--- src/design/rsgs_pkg.sv ---
// Shared constants and record layout for the grouped temperature statistics store.
`timescale 1ns / 1ps

package rsgs_pkg;

    // Field widths of one stored record
    localparam int YEAR_W  = 16;
    localparam int MONTH_W = 8;
    localparam int TEMP_W  = 8;
    localparam int CNT_OUT_W = 11;

    // Average format: signed Q8, 16 bits; one quotient bit per divider step
    localparam int FRAC_BITS = 8;
    localparam int Q_BITS    = 16;

    // Request operation codes
    localparam logic OP_APPEND = 1'b0;
    localparam logic OP_QUERY  = 1'b1;

    // Reading limits
    localparam logic signed [TEMP_W-1:0] TEMP_LOW  = -8'sd128;
    localparam logic signed [TEMP_W-1:0] TEMP_HIGH = 8'sd127;

    // One record as held in the log memory
    typedef struct packed {
        logic [YEAR_W-1:0]  year;
        logic [MONTH_W-1:0] month;
        logic [TEMP_W-1:0]  reading;
    } rec_t;

    localparam int REC_W = YEAR_W + MONTH_W + TEMP_W;

endpackage

--- src/design/rsgs_div.sv ---
// Restoring divider: signed sum times 256 over an unsigned count, one quotient bit a cycle.
`timescale 1ns / 1ps

module rsgs_div #(
    parameter int CNT_W = 11
) (
    input  logic                                   clk,
    input  logic                                   rst_n,
    input  logic                                   start,
    input  logic signed [CNT_W+rsgs_pkg::TEMP_W-1:0] sum,
    input  logic [CNT_W-1:0]                       divisor,
    output logic                                   done,
    output logic signed [rsgs_pkg::Q_BITS-1:0]     quotient
);

    import rsgs_pkg::*;

    localparam int SUM_W  = CNT_W + TEMP_W;
    localparam int STEP_W = $clog2(Q_BITS);

    logic [SUM_W-1:0]  mag;
    logic [CNT_W:0]    trial;
    logic              fits;

    logic              run_reg;
    logic              done_reg;
    logic              neg_reg;
    logic [STEP_W-1:0] step_reg;
    logic [CNT_W-1:0]  div_reg;
    logic [CNT_W-1:0]  rem_reg;
    logic [Q_BITS-1:0] lo_reg;
    logic [Q_BITS-1:0] q_reg;

    // Magnitude of the sum; the dividend is this value shifted up by the fraction bits
    assign mag = sum[SUM_W-1] ? SUM_W'(-sum) : SUM_W'(sum);

    // Shift in the next dividend bit and test against the divisor
    assign trial = {rem_reg, lo_reg[Q_BITS-1]};
    assign fits  = trial >= {1'b0, div_reg};

    // Control: run for one step per quotient bit, pulse done after the last
    always_ff @(posedge clk or negedge rst_n)
    begin
        if (!rst_n)
        begin
            run_reg  <= 1'b0;
            done_reg <= 1'b0;
            step_reg <= '0;
        end
        else
        begin
            done_reg <= 1'b0;
            if (start)
            begin
                run_reg  <= 1'b1;
                step_reg <= '0;
            end
            else if (run_reg)
            begin
                step_reg <= step_reg + 1'b1;
                if (step_reg == STEP_W'(Q_BITS - 1))
                begin
                    run_reg  <= 1'b0;
                    done_reg <= 1'b1;
                end
            end
        end
    end

    // Datapath: the top part of the dividend is already below the divisor
    always_ff @(posedge clk)
    begin
        if (start)
        begin
            neg_reg <= sum[SUM_W-1];
            div_reg <= divisor;
            rem_reg <= mag[SUM_W-1:FRAC_BITS];
            lo_reg  <= {mag[FRAC_BITS-1:0], {(Q_BITS-FRAC_BITS){1'b0}}};
            q_reg   <= '0;
        end
        else if (run_reg)
        begin
            rem_reg <= fits ? CNT_W'(trial - {1'b0, div_reg}) : trial[CNT_W-1:0];
            lo_reg  <= {lo_reg[Q_BITS-2:0], 1'b0};
            q_reg   <= {q_reg[Q_BITS-2:0], fits};
        end
    end

    assign done     = done_reg;
    assign quotient = neg_reg ? -$signed(q_reg) : $signed(q_reg);

endmodule

--- config.mk ---
export PLATFORM = sky130hd
export DESIGN_NAME = rsgs_div
export DESIGN_NICKNAME = d
export VERILOG_FILES = /design/src/design/rsgs_pkg.sv /design/src/design/rsgs_div.sv
export SDC_FILE = /design/constraint.sdc
export NUM_CORES = 1
export LEC_CHECK = 0
export BUFFER_PORTS_ARGS = -buffer_cell sky130_fd_sc_hd__clkbuf_2
export CORE_UTILIZATION = 40
export CTS_BUF_LIST = sky130_fd_sc_hd__clkbuf_4 sky130_fd_sc_hd__clkbuf_8
export DETAILED_ROUTE_END_ITERATION = 16
export GPL_TIMING_DRIVEN = 0
export PLACE_DENSITY = 0.59
export SYNTH_ARGS = -nofsm -noshare
export SYNTH_HDL_FRONTEND = slang
export SYNTH_SLANG_ARGS = --single-unit
export TNS_END_PERCENT = 1
--- constraint.sdc ---
create_clock -name clk -period 3.84 [get_ports clk]
set_input_delay 0.384 -clock clk [delete_from_list [all_inputs] [get_ports clk]]
set_output_delay 0.384 -clock clk [all_outputs]
set_load 0.02 [all_outputs]
# After elaboration in Yosys (flattened, before gate mapping)
# Index checks and enable logic that the tools add are counted.
[op_classes] eq_ne=1 addsub=4 mux=15 n_lt_le_gt_ge=1 reduce_logical=1
[ops] op="$mux W16" count=3
[ops] op="$mux W11" count=3
[ops] op="$mux W19" count=1
[ops] op="$neg A19 Y19" count=1
[ops] op="$neg A16 Y16" count=1
[ops] op="$ge A12 B11 Y1" count=1
[ops] op="$sub A11 B11 Y11" count=1
[ops] op="$mux W4" count=2
[ops] op="$mux W1" count=6
[ops] op="$add A4 B1 Y4 const B" count=1
[ops] op="$eq A4 B4 Y1 const B" count=1
[ops] op="$reduce_bool A2 Y1" count=1
[totals] out_inout_bits=17 regBits=53 inputBits=33 elab_cells=30

# Logic depth before layout (Yosys ltp)
# Gate-level depths: netlist of the first run.
[depth] depth_word=4 ltp_mapped=10 mapped_depth_nobuf=9

# Worst setup path after synthesis of the first run
# No wires, ideal clock.
[synth_timing] path_kind="register to register" startpoint="reg div_reg[0]" endpoint="reg rem_reg[0], data pin" t_arrival_ps=2055 n_path_buf=1 required_time_ps=3581 setup_time_ps=259 slack_ps=1526 period_less_slack_ps=2314 stages_incl_launch_ff=10 path_cell_list="edfxtp_1 > ha_1 > fa_1 > nor2b_1 > o22ai_1 > a211o_1 > nand2b_1 > buf_2 > nor2_1 > o31a_1"
[synth_between] elab_chain_len=4 word_cells_on_any_way=5 classes_between="1 x add/sub; 1 x order compare; 3 x mux"
[synth_rtl] element="start: declaration" line="rsgs_div.sv:29" rtl="logic [CNT_W-1:0] div_reg;"
[synth_rtl] element="start signal: assignment" line="rsgs_div.sv:76" rtl="div_reg <= divisor;"
[synth_rtl] element="$sub A11 B11 Y11 / $ge A12 B11 Y1 (equally long branches)" line="rsgs_div.sv:83, rsgs_div.sv:39"
[synth_rtl] element="$mux W11 (*)" line="rsgs_div.sv:83" rtl="rem_reg <= fits ? CNT_W'(trial - {1'b0, div_reg}) : trial[CNT_W-1:0];"
[synth_rtl] element="$mux W11 (*)" line="rsgs_div.sv:81" rtl="else if (run_reg)"
[synth_rtl] element="$mux W11 (*)" line="rsgs_div.sv:73" rtl="if (start)"
[synth_rtl] element="end signal: assignment" line="rsgs_div.sv:77" rtl="rem_reg <= mag[SUM_W-1:FRAC_BITS];"
[synth_rtl] element="end signal: assignment" line="rsgs_div.sv:83"
[synth_rtl] element="end: declaration" line="rsgs_div.sv:30" rtl="logic [CNT_W-1:0] rem_reg;"
# Mark *: on every way between the ends. The rest lies on a longest branch, timed or not. The select of a mux whose other input is x is not followed.
# A chain may end at the register's enable or synchronous reset.

# Worst setup path after layout of the first run
[layout_timing] startpoint="reg q_reg[0]" endpoint="out quotient[15] (netlist name)"
[layout_between] elab_chain_len=2
[layout_rtl] element="start: declaration" line="rsgs_div.sv:32" rtl="logic [Q_BITS-1:0] q_reg;"
[layout_rtl] element="start signal: assignment" line="rsgs_div.sv:85" rtl="q_reg <= {q_reg[Q_BITS-2:0], fits};"
[layout_rtl] element="$neg A16 Y16" line="rsgs_div.sv:90" rtl="assign quotient = neg_reg ? -$signed(q_reg) : $signed(q_reg);"
[layout_rtl] element="$mux W16" line="rsgs_div.sv:90"
[layout_rtl] element="end: declaration" line="rsgs_div.sv:13" rtl="output logic signed [rsgs_pkg::Q_BITS-1:0] quotient"
# Every way passes these cells.

==> impl_metrics.json, run 1 <==
{
  "hold_violations": 0,
  "slowest_stage": "or4_1",
  "most-common-layout-cells": "clkbuf_2 (49), nor2_1 (38), edfxtp_1 (31), xnor2_1 (23), mux2i_1 (21)",
  "start_util_pct": 41.8,
  "max_cap_violations": 0,
  "grt_pass1_vias": 2572,
  "antenna_cells_inserted": 0,
  "critPathCaptureType": "primary output",
  "ioPinCount": 50,
  "die_x_um": 92.6,
  "ir_worst_vdd_mv": 0.223,
  "layout-drive-gt1-share_pct": 17.5,
  "layout.core_utilization_pct": 48.1,
  "netlist-cell-type-count": 51,
  "core_um2": 7850,
  "cts_max_level": 2,
  "power_density_nw_per_um2": 553,
  "synth-async-reset-ratio_pct": 11.3,
  "number_of_vias_per_cell": 5.31,
  "synth_top_cell_by_area": "edfxtp_1",
  "yosysSeqAreaShare_pct": 42.7,
  "synth_area_leaders": "edfxtp_1 (28%), dfxtp_1 (9.8%), mux2i_1 (6.4%)",
  "max-slew-margin-rel_pct": 53.3,
  "portion_of_synthesized_cell_area_occupied_by_the_leading_cell_type_pct": 28.4,
  "cp_data_required_time_ns": 3.46,
  "path_class": "reg2out",
  "finalMaxSlewViolations": 0,
  "final_common_cell": "clkbuf_2",
  "dpl_wire_length_mm": 5.40,
  "fin_tns_setup_ns": 0,
  "route.vias.total": 2640,
  "layout-area-overhead-vs-synth_pct": 14.9,
  "arr_time_crit_path_ns": 2.41,
  "numPortBuffers": 49,
  "fin_crit_sh_pct": 72.7,
  "result_of_the_run": "completed",
  "crit_path_cell_trace": "or4_1 > or3_4 > inv_1 > nand2_2 > o31ai_1 > xnor2_1 > clkbuf_2",
  "die_height_um": 92.6,
  "post_synth_instance_area_um2": 3280,
  "tritoncts.num_buffers": 5,
  "critical_path.startpoint_type": "register",
  "max_slew.worst_pin.slew_ns": 0.700,
  "groute.usage.overall_pct": 17.8,
  "overflow": 0,
  "period_minus_slack_ns": 2.79,
  "number_of_flip_flops_in_the_largest_register": 16,
  "timing.final.setup_violations": 0,
  "first_pass_grt_wire_length_mm": 12.0,
  "final.setup.worst_slack_ns": 1.05,
  "firstDrtPassIters": 4,
  "ant_nets": 0,
  "routed_wl_mm": 7.31,
  "cts.path.max_buffers": 2,
  "timing.critical_path.slowest_cell_delay_ns": 0.56,
  "place_worst_setup_slack_ns": 1.25,
  "design.die.area_um2": 8570,
  "numClockSinks": 53,
  "cts.root.buffer_cell": "clkbuf_8",
  "clock-skew-final_ns": 0.0119,
  "nets": 442,
  "worstHoldPathType": "in2reg",
  "worst_setup_hold_path_clk_slew_ns": 0.11,
  "yosys_register_bits": 53,
  "finished_cell_area_um2": 3770,
  "detail_route.drc_violations": 0,
  "cts_tree": "built",
  "nFillCells": 800,
  "synth_cells": 337,
  "routedWlPerCell_um": 14.7,
  "routabilityCongestion": 0.779,
  "placement_rows": 32,
  "postPlaceCellArea_um2": 3660,
  "clock_latency_reported_for_the_late_side_of_the_worst_skew_pair_ns": 0.32,
  "p_leak_nw": 1.67,
  "rsz0062_at_grt": "false",
  "grt_antenna_before_repair": 0,
  "worst-path-max-fanout": 6,
  "grt_start_max_net_pins": 20,
  "clock.fmax_mhz": 358,
  "drt_iter0_markers": 112,
  "syn_area_per_cell_um2": 9.74,
  "number_of_warnings_printed_during_yosys_synthesis": 0,
  "synth_nets": 385,
  "ys.flop_type": "edfxtp_1",
  "synth_edf_count": 31
}
## what timing repair did
item / CTS / global route
hold buffers: 1 / 0
resized for setup: 0 / 0
endpoints found under the hold margin: 6 / 0
setup buffers: 0 / 0
## cell type report
class	instances	area (um2)	share of cell area [%]
clock inverters	1	8.76	0.232
plain buffers	17	71.3	1.89
flip-flops and latches	53	1400	37.2
well taps	102	128	3.38
clock buffers	7	96.3	2.55
multi-input cells	250	1750	46.3
inverters	17	63.8	1.69
repair buffers	50	255	6.77
## synthesized netlist by cell type (all sizes together) (3+ instances only)
cell type	count
o31ai	12
a211oi	5
nand2	20
nor4	3
o41ai	5
nor2b	5
or3	6
a21oi	12
xor2	14
clkbuf	9
nor2	39
dfrtp	6
edfxtp	31
a21o	5
nand2b	5
ha	14
xnor2	23
buf	8
mux2i	21
o21ai	17
or4	6
nand4	4
dfxtp	16
a22oi	3
nand3	6
inv	17
## stage by stage
| stage | std cells | hold WS, ns | power [mW] |
|---|---|---|---|
| 2_1_floorplan | 337 | 0.0884 | 1.48 |
| 3_3_place_gp | 488 | 0.219 | 1.72 |
| 3_5_place_dp | 488 | 0.227 | 1.73 |
| 4_1_cts | 497 | 0.225 | 2.10 |
| 5_1_grt | 497 | 0.208 | 2.24 |
| 6_report | 497 | 0.229 | 2.09 |
## where the power goes
| part | total, mW | internal [mW] | leakage, nW | switching (mW) |
|---|---|---|---|---|
| logic | 0.946 | 0.396 | 1.09 | 0.550 |
| clock network | 0.366 | 0.167 | 0.0549 | 0.199 |
| registers | 0.775 | 0.712 | 0.523 | 0.0630 |
## layer usage
metal / wire length, um / GRT usage (%) / up-vias
li1: - / - / 1330
met1: 3430 / 23.4 / 1250
met2: 3490 / 29.2 / 56
met3: 332 / 4.43 / 4
met4: 59 / 4.30 / 0
met5: 0 / 0 / -
## critical path, delay by kind of cell, from the launching register on
| family | cells | cell delay (ns) |
|---|---|---|
| DFF | 1 | 0.39 |
| and+or+nand+nor | 3 | 0.98 |
| AOI/OAI and AO/OA | 1 | 0.30 |
| buffers and inverters | 2 | 0.26 |
| xor gates and xnor gates | 1 | 0.16 |
## kinds of logic after synthesis
group / after synthesis / synth area share [%]
and+or+nand+nor: 106 / 16.5
muxes: 21 / 6.40
DFF: 53 / 42.7
buffers and inverters: 34 / 4.12
AOI/OAI and AO/OA: 71 / 14.4
xor gates and xnor gates: 37 / 9.87
adders and majority gates: 15 / 5.95
## final timing paths
kind | from | end | slack (ns) | cells past startpoint
worst max-delay path | q_reg[0] | quotient[15] | 1.05 | 7
worst min-delay path | divisor[4] | div_reg[4] | 0.23 | 1
worst max register to register | rem_reg[8] | rem_reg[0] | 1.22 | 7
worst min register to register | q_reg[15] | q_reg[15] | 0.54 | 2
max in group asynchronous | rst_n | run_reg | 3.26 | 2
min in group asynchronous | rst_n | step_reg[3] | 0.42 | 2
Power figures use the tool's default switching activity.
==> inputs of run 2 (changes only) <==
--- a/config.mk
+++ b/config.mk
@@ -10,7 +10,7 @@
 export CTS_BUF_LIST = sky130_fd_sc_hd__clkbuf_4 sky130_fd_sc_hd__clkbuf_8
 export DETAILED_ROUTE_END_ITERATION = 16
 export GPL_TIMING_DRIVEN = 0
-export PLACE_DENSITY = 0.59
+export PLACE_DENSITY = 0.61
 export SYNTH_ARGS = -nofsm -noshare
 export SYNTH_HDL_FRONTEND = slang
 export SYNTH_SLANG_ARGS = --single-unit
==> constraint.sdc (replaced) <==
create_clock -name clk -period 2.5 [get_ports clk]
set_input_delay 0.25 -clock clk [delete_from_list [all_inputs] [get_ports clk]]
set_output_delay 0.25 -clock clk [all_outputs]
set_load 0.02 [all_outputs]
==> run 2 against run 1 <==
The flow now finishes with violations (setup timing). Global-route usage is essentially flat. Setup slack worse by 1.1 ns. Power increased by 62%. Clock power rose by 66%. Cell count is the same. Clock skew fell by 0.0052 ns. Routed wire length is 0.71% lower. Largest cell class unchanged.
==> impl_metrics.json, run 2 (synthesis gave the netlist of run 1 again) <==
{
  "core_um2": 7850,
  "start_util_pct": 41.8,
  "grt_pass1_vias": 2566,
  "critPathCaptureType": "primary output",
  "power_density_nw_per_um2": 874,
  "layout-drive-gt1-share_pct": 20.0,
  "postCtsSetupBuffers": 0,
  "failed_checks": "setup timing",
  "detail_route.drc_violations": 0,
  "worst_setup_hold_path_clk_slew_ns": 0.10,
  "numPortBuffers": 49,
  "power_frac_comb_pct": 46.3,
  "layout.core_utilization_pct": 49.3,
  "die_height_um": 92.6,
  "intPower_mw": 2.08,
  "clock-skew-final_ns": 0.00670,
  "clock_latency_reported_for_the_late_side_of_the_worst_skew_pair_ns": 0.31,
  "result_of_the_run": "finished, violations left",
  "p_total_mw": 3.38,
  "clock_power_share_pct": 18.0,
  "p_leak_nw": 1.69,
  "power_switching_mw": 1.29,
  "rsz0062_at_grt": "true",
  "fin_crit_sh_pct": 102,
  "switching_share_pct": 38.3,
  "ir_worst_vdd_mv": 0.368,
  "cts_tree": "built",
  "worst-path-max-fanout": 6,
  "clock.fmax_mhz": 392,
  "routabilityCongestion": 0.790,
  "dpl_wire_length_mm": 5.26,
  "drt_iter0_markers": 109,
  "die_x_um": 92.6,
  "dp_cells": 488,
  "grt_antenna_before_repair": 0,
  "final.setup.worst_slack_ns": -0.0499,
  "placement_rows": 32,
  "hold_violations": 0,
  "max-slew-margin-rel_pct": 51.3,
  "ant_nets": 0,
  "finished_cell_area_um2": 3860,
  "arr_time_crit_path_ns": 2.30,
  "nets": 442,
  "route.vias.total": 2642,
  "place_worst_setup_slack_ns": -0.134,
  "tritoncts.num_buffers": 5,
  "groute.usage.overall_pct": 17.8,
  "antenna_cells_inserted": 0,
  "cts.path.max_buffers": 2,
  "critical_path.startpoint_type": "register",
  "power.sequential.fraction_pct": 35.6,
  "post_layout_nonfiller_instances": 497,
  "max_slew.worst_pin.slew_ns": 0.731,
  "fin_tns_setup_ns": -0.161,
  "path_class": "reg2out",
  "cp_data_required_time_ns": 2.25,
  "numClockSinks": 53,
  "nFillCells": 785,
  "overflow": 0,
  "cts_max_level": 2,
  "number_of_flip_flops_in_the_largest_register": 16,
  "combined_area_of_the_multi_input_logic_cells_um2": 1820,
  "cts.root.buffer_cell": "clkbuf_8",
  "routed_wl_mm": 7.25,
  "hold_ws_ns": 0.106,
  "design.die.area_um2": 8570,
  "grt_start_max_net_pins": 20,
  "period_minus_slack_ns": 2.55,
  "layout-area-overhead-vs-synth_pct": 17.7,
  "ioPinCount": 50,
  "routedWlPerCell_um": 14.6,
  "timing.final.setup_violations": 4,
  "finalMaxSlewViolations": 0,
  "postPlaceCellArea_um2": 3660,
  "number_of_vias_per_cell": 5.32,
  "final_common_cell": "clkbuf_2",
  "rrSetupSlack_ns": 0.05,
  "first_pass_grt_wire_length_mm": 12.1,
  "ff_latch_area_um2": 1410,
  "firstDrtPassIters": 4,
  "worstHoldPathType": "in2reg",
  "max_cap_violations": 0,
  "most-common-layout-cells": "clkbuf_2 (47), nor2_1 (38), edfxtp_1 (31), xnor2_1 (23), mux2i_1 (21)"
}
run 2: what timing repair did:
item	in CTS	in global routing
hold buffers	1	0
cloned	0	0
resized for setup	10	11
setup endpoints to repair	14	14
pin swaps	0	4
endpoints found under the hold margin	6	0
run 2: critical path, cell delays in order (launching register included):
cell and delay (ns):
dfxtp_4 0.39, or4_4 0.53, or3_4 0.36, inv_2 0.06, nand2_2 0.08, o21ai_0 0.24, xnor2_1 0.14, clkbuf_2 0.18
run 2: area by class of cell:
class | count | area share [%]
flip-flops and latches | 53 | 36.4
repair buffers | 50 | 6.73
inverters | 17 | 1.65
clock inverters | 3 | 1.13
clock buffers | 5 | 1.78
well taps | 102 | 3.30
plain buffers | 17 | 2.01
multi-input cells | 250 | 47.0
run 2: power groups by stage:
stage / Combinational, mW / Clock, mW / Sequential [mW]
6_report: 1.56 / 0.609 / 1.20
5_1_grt: 1.75 / 0.647 / 1.22
4_1_cts: 1.50 / 0.619 / 1.20
3_5_place_dp: 1.44 / 0 / 1.21
3_3_place_gp: 1.42 / 0 / 1.21
2_1_floorplan: 1.11 / 0 / 1.17
run 2: final timing paths:
check | start | to | cells past startpoint
hold reg to reg | q_reg[15] | q_reg[15] | 2
min in group asynchronous | rst_n | done | 2
hold / removal | divisor[6] | div_reg[6] | 1
setup reg to reg | rem_reg[7] | rem_reg[4] | 7
setup / recovery | q_reg[0] | quotient[11] | 7
max in group asynchronous | rst_n | step_reg[3] | 2
run 2: metal layers:
| metal | vias up | share of wire (%) | track usage (%) |
|---|---|---|---|
| li1 | 1333 | - | - |
| met1 | 1240 | 48 | 24.4 |
| met2 | 62 | 47 | 29.3 |
| met3 | 7 | 4.7 | 2.55 |
| met4 | 0 | 0.87 | 4.30 |
| met5 | - | 0 | 0 |
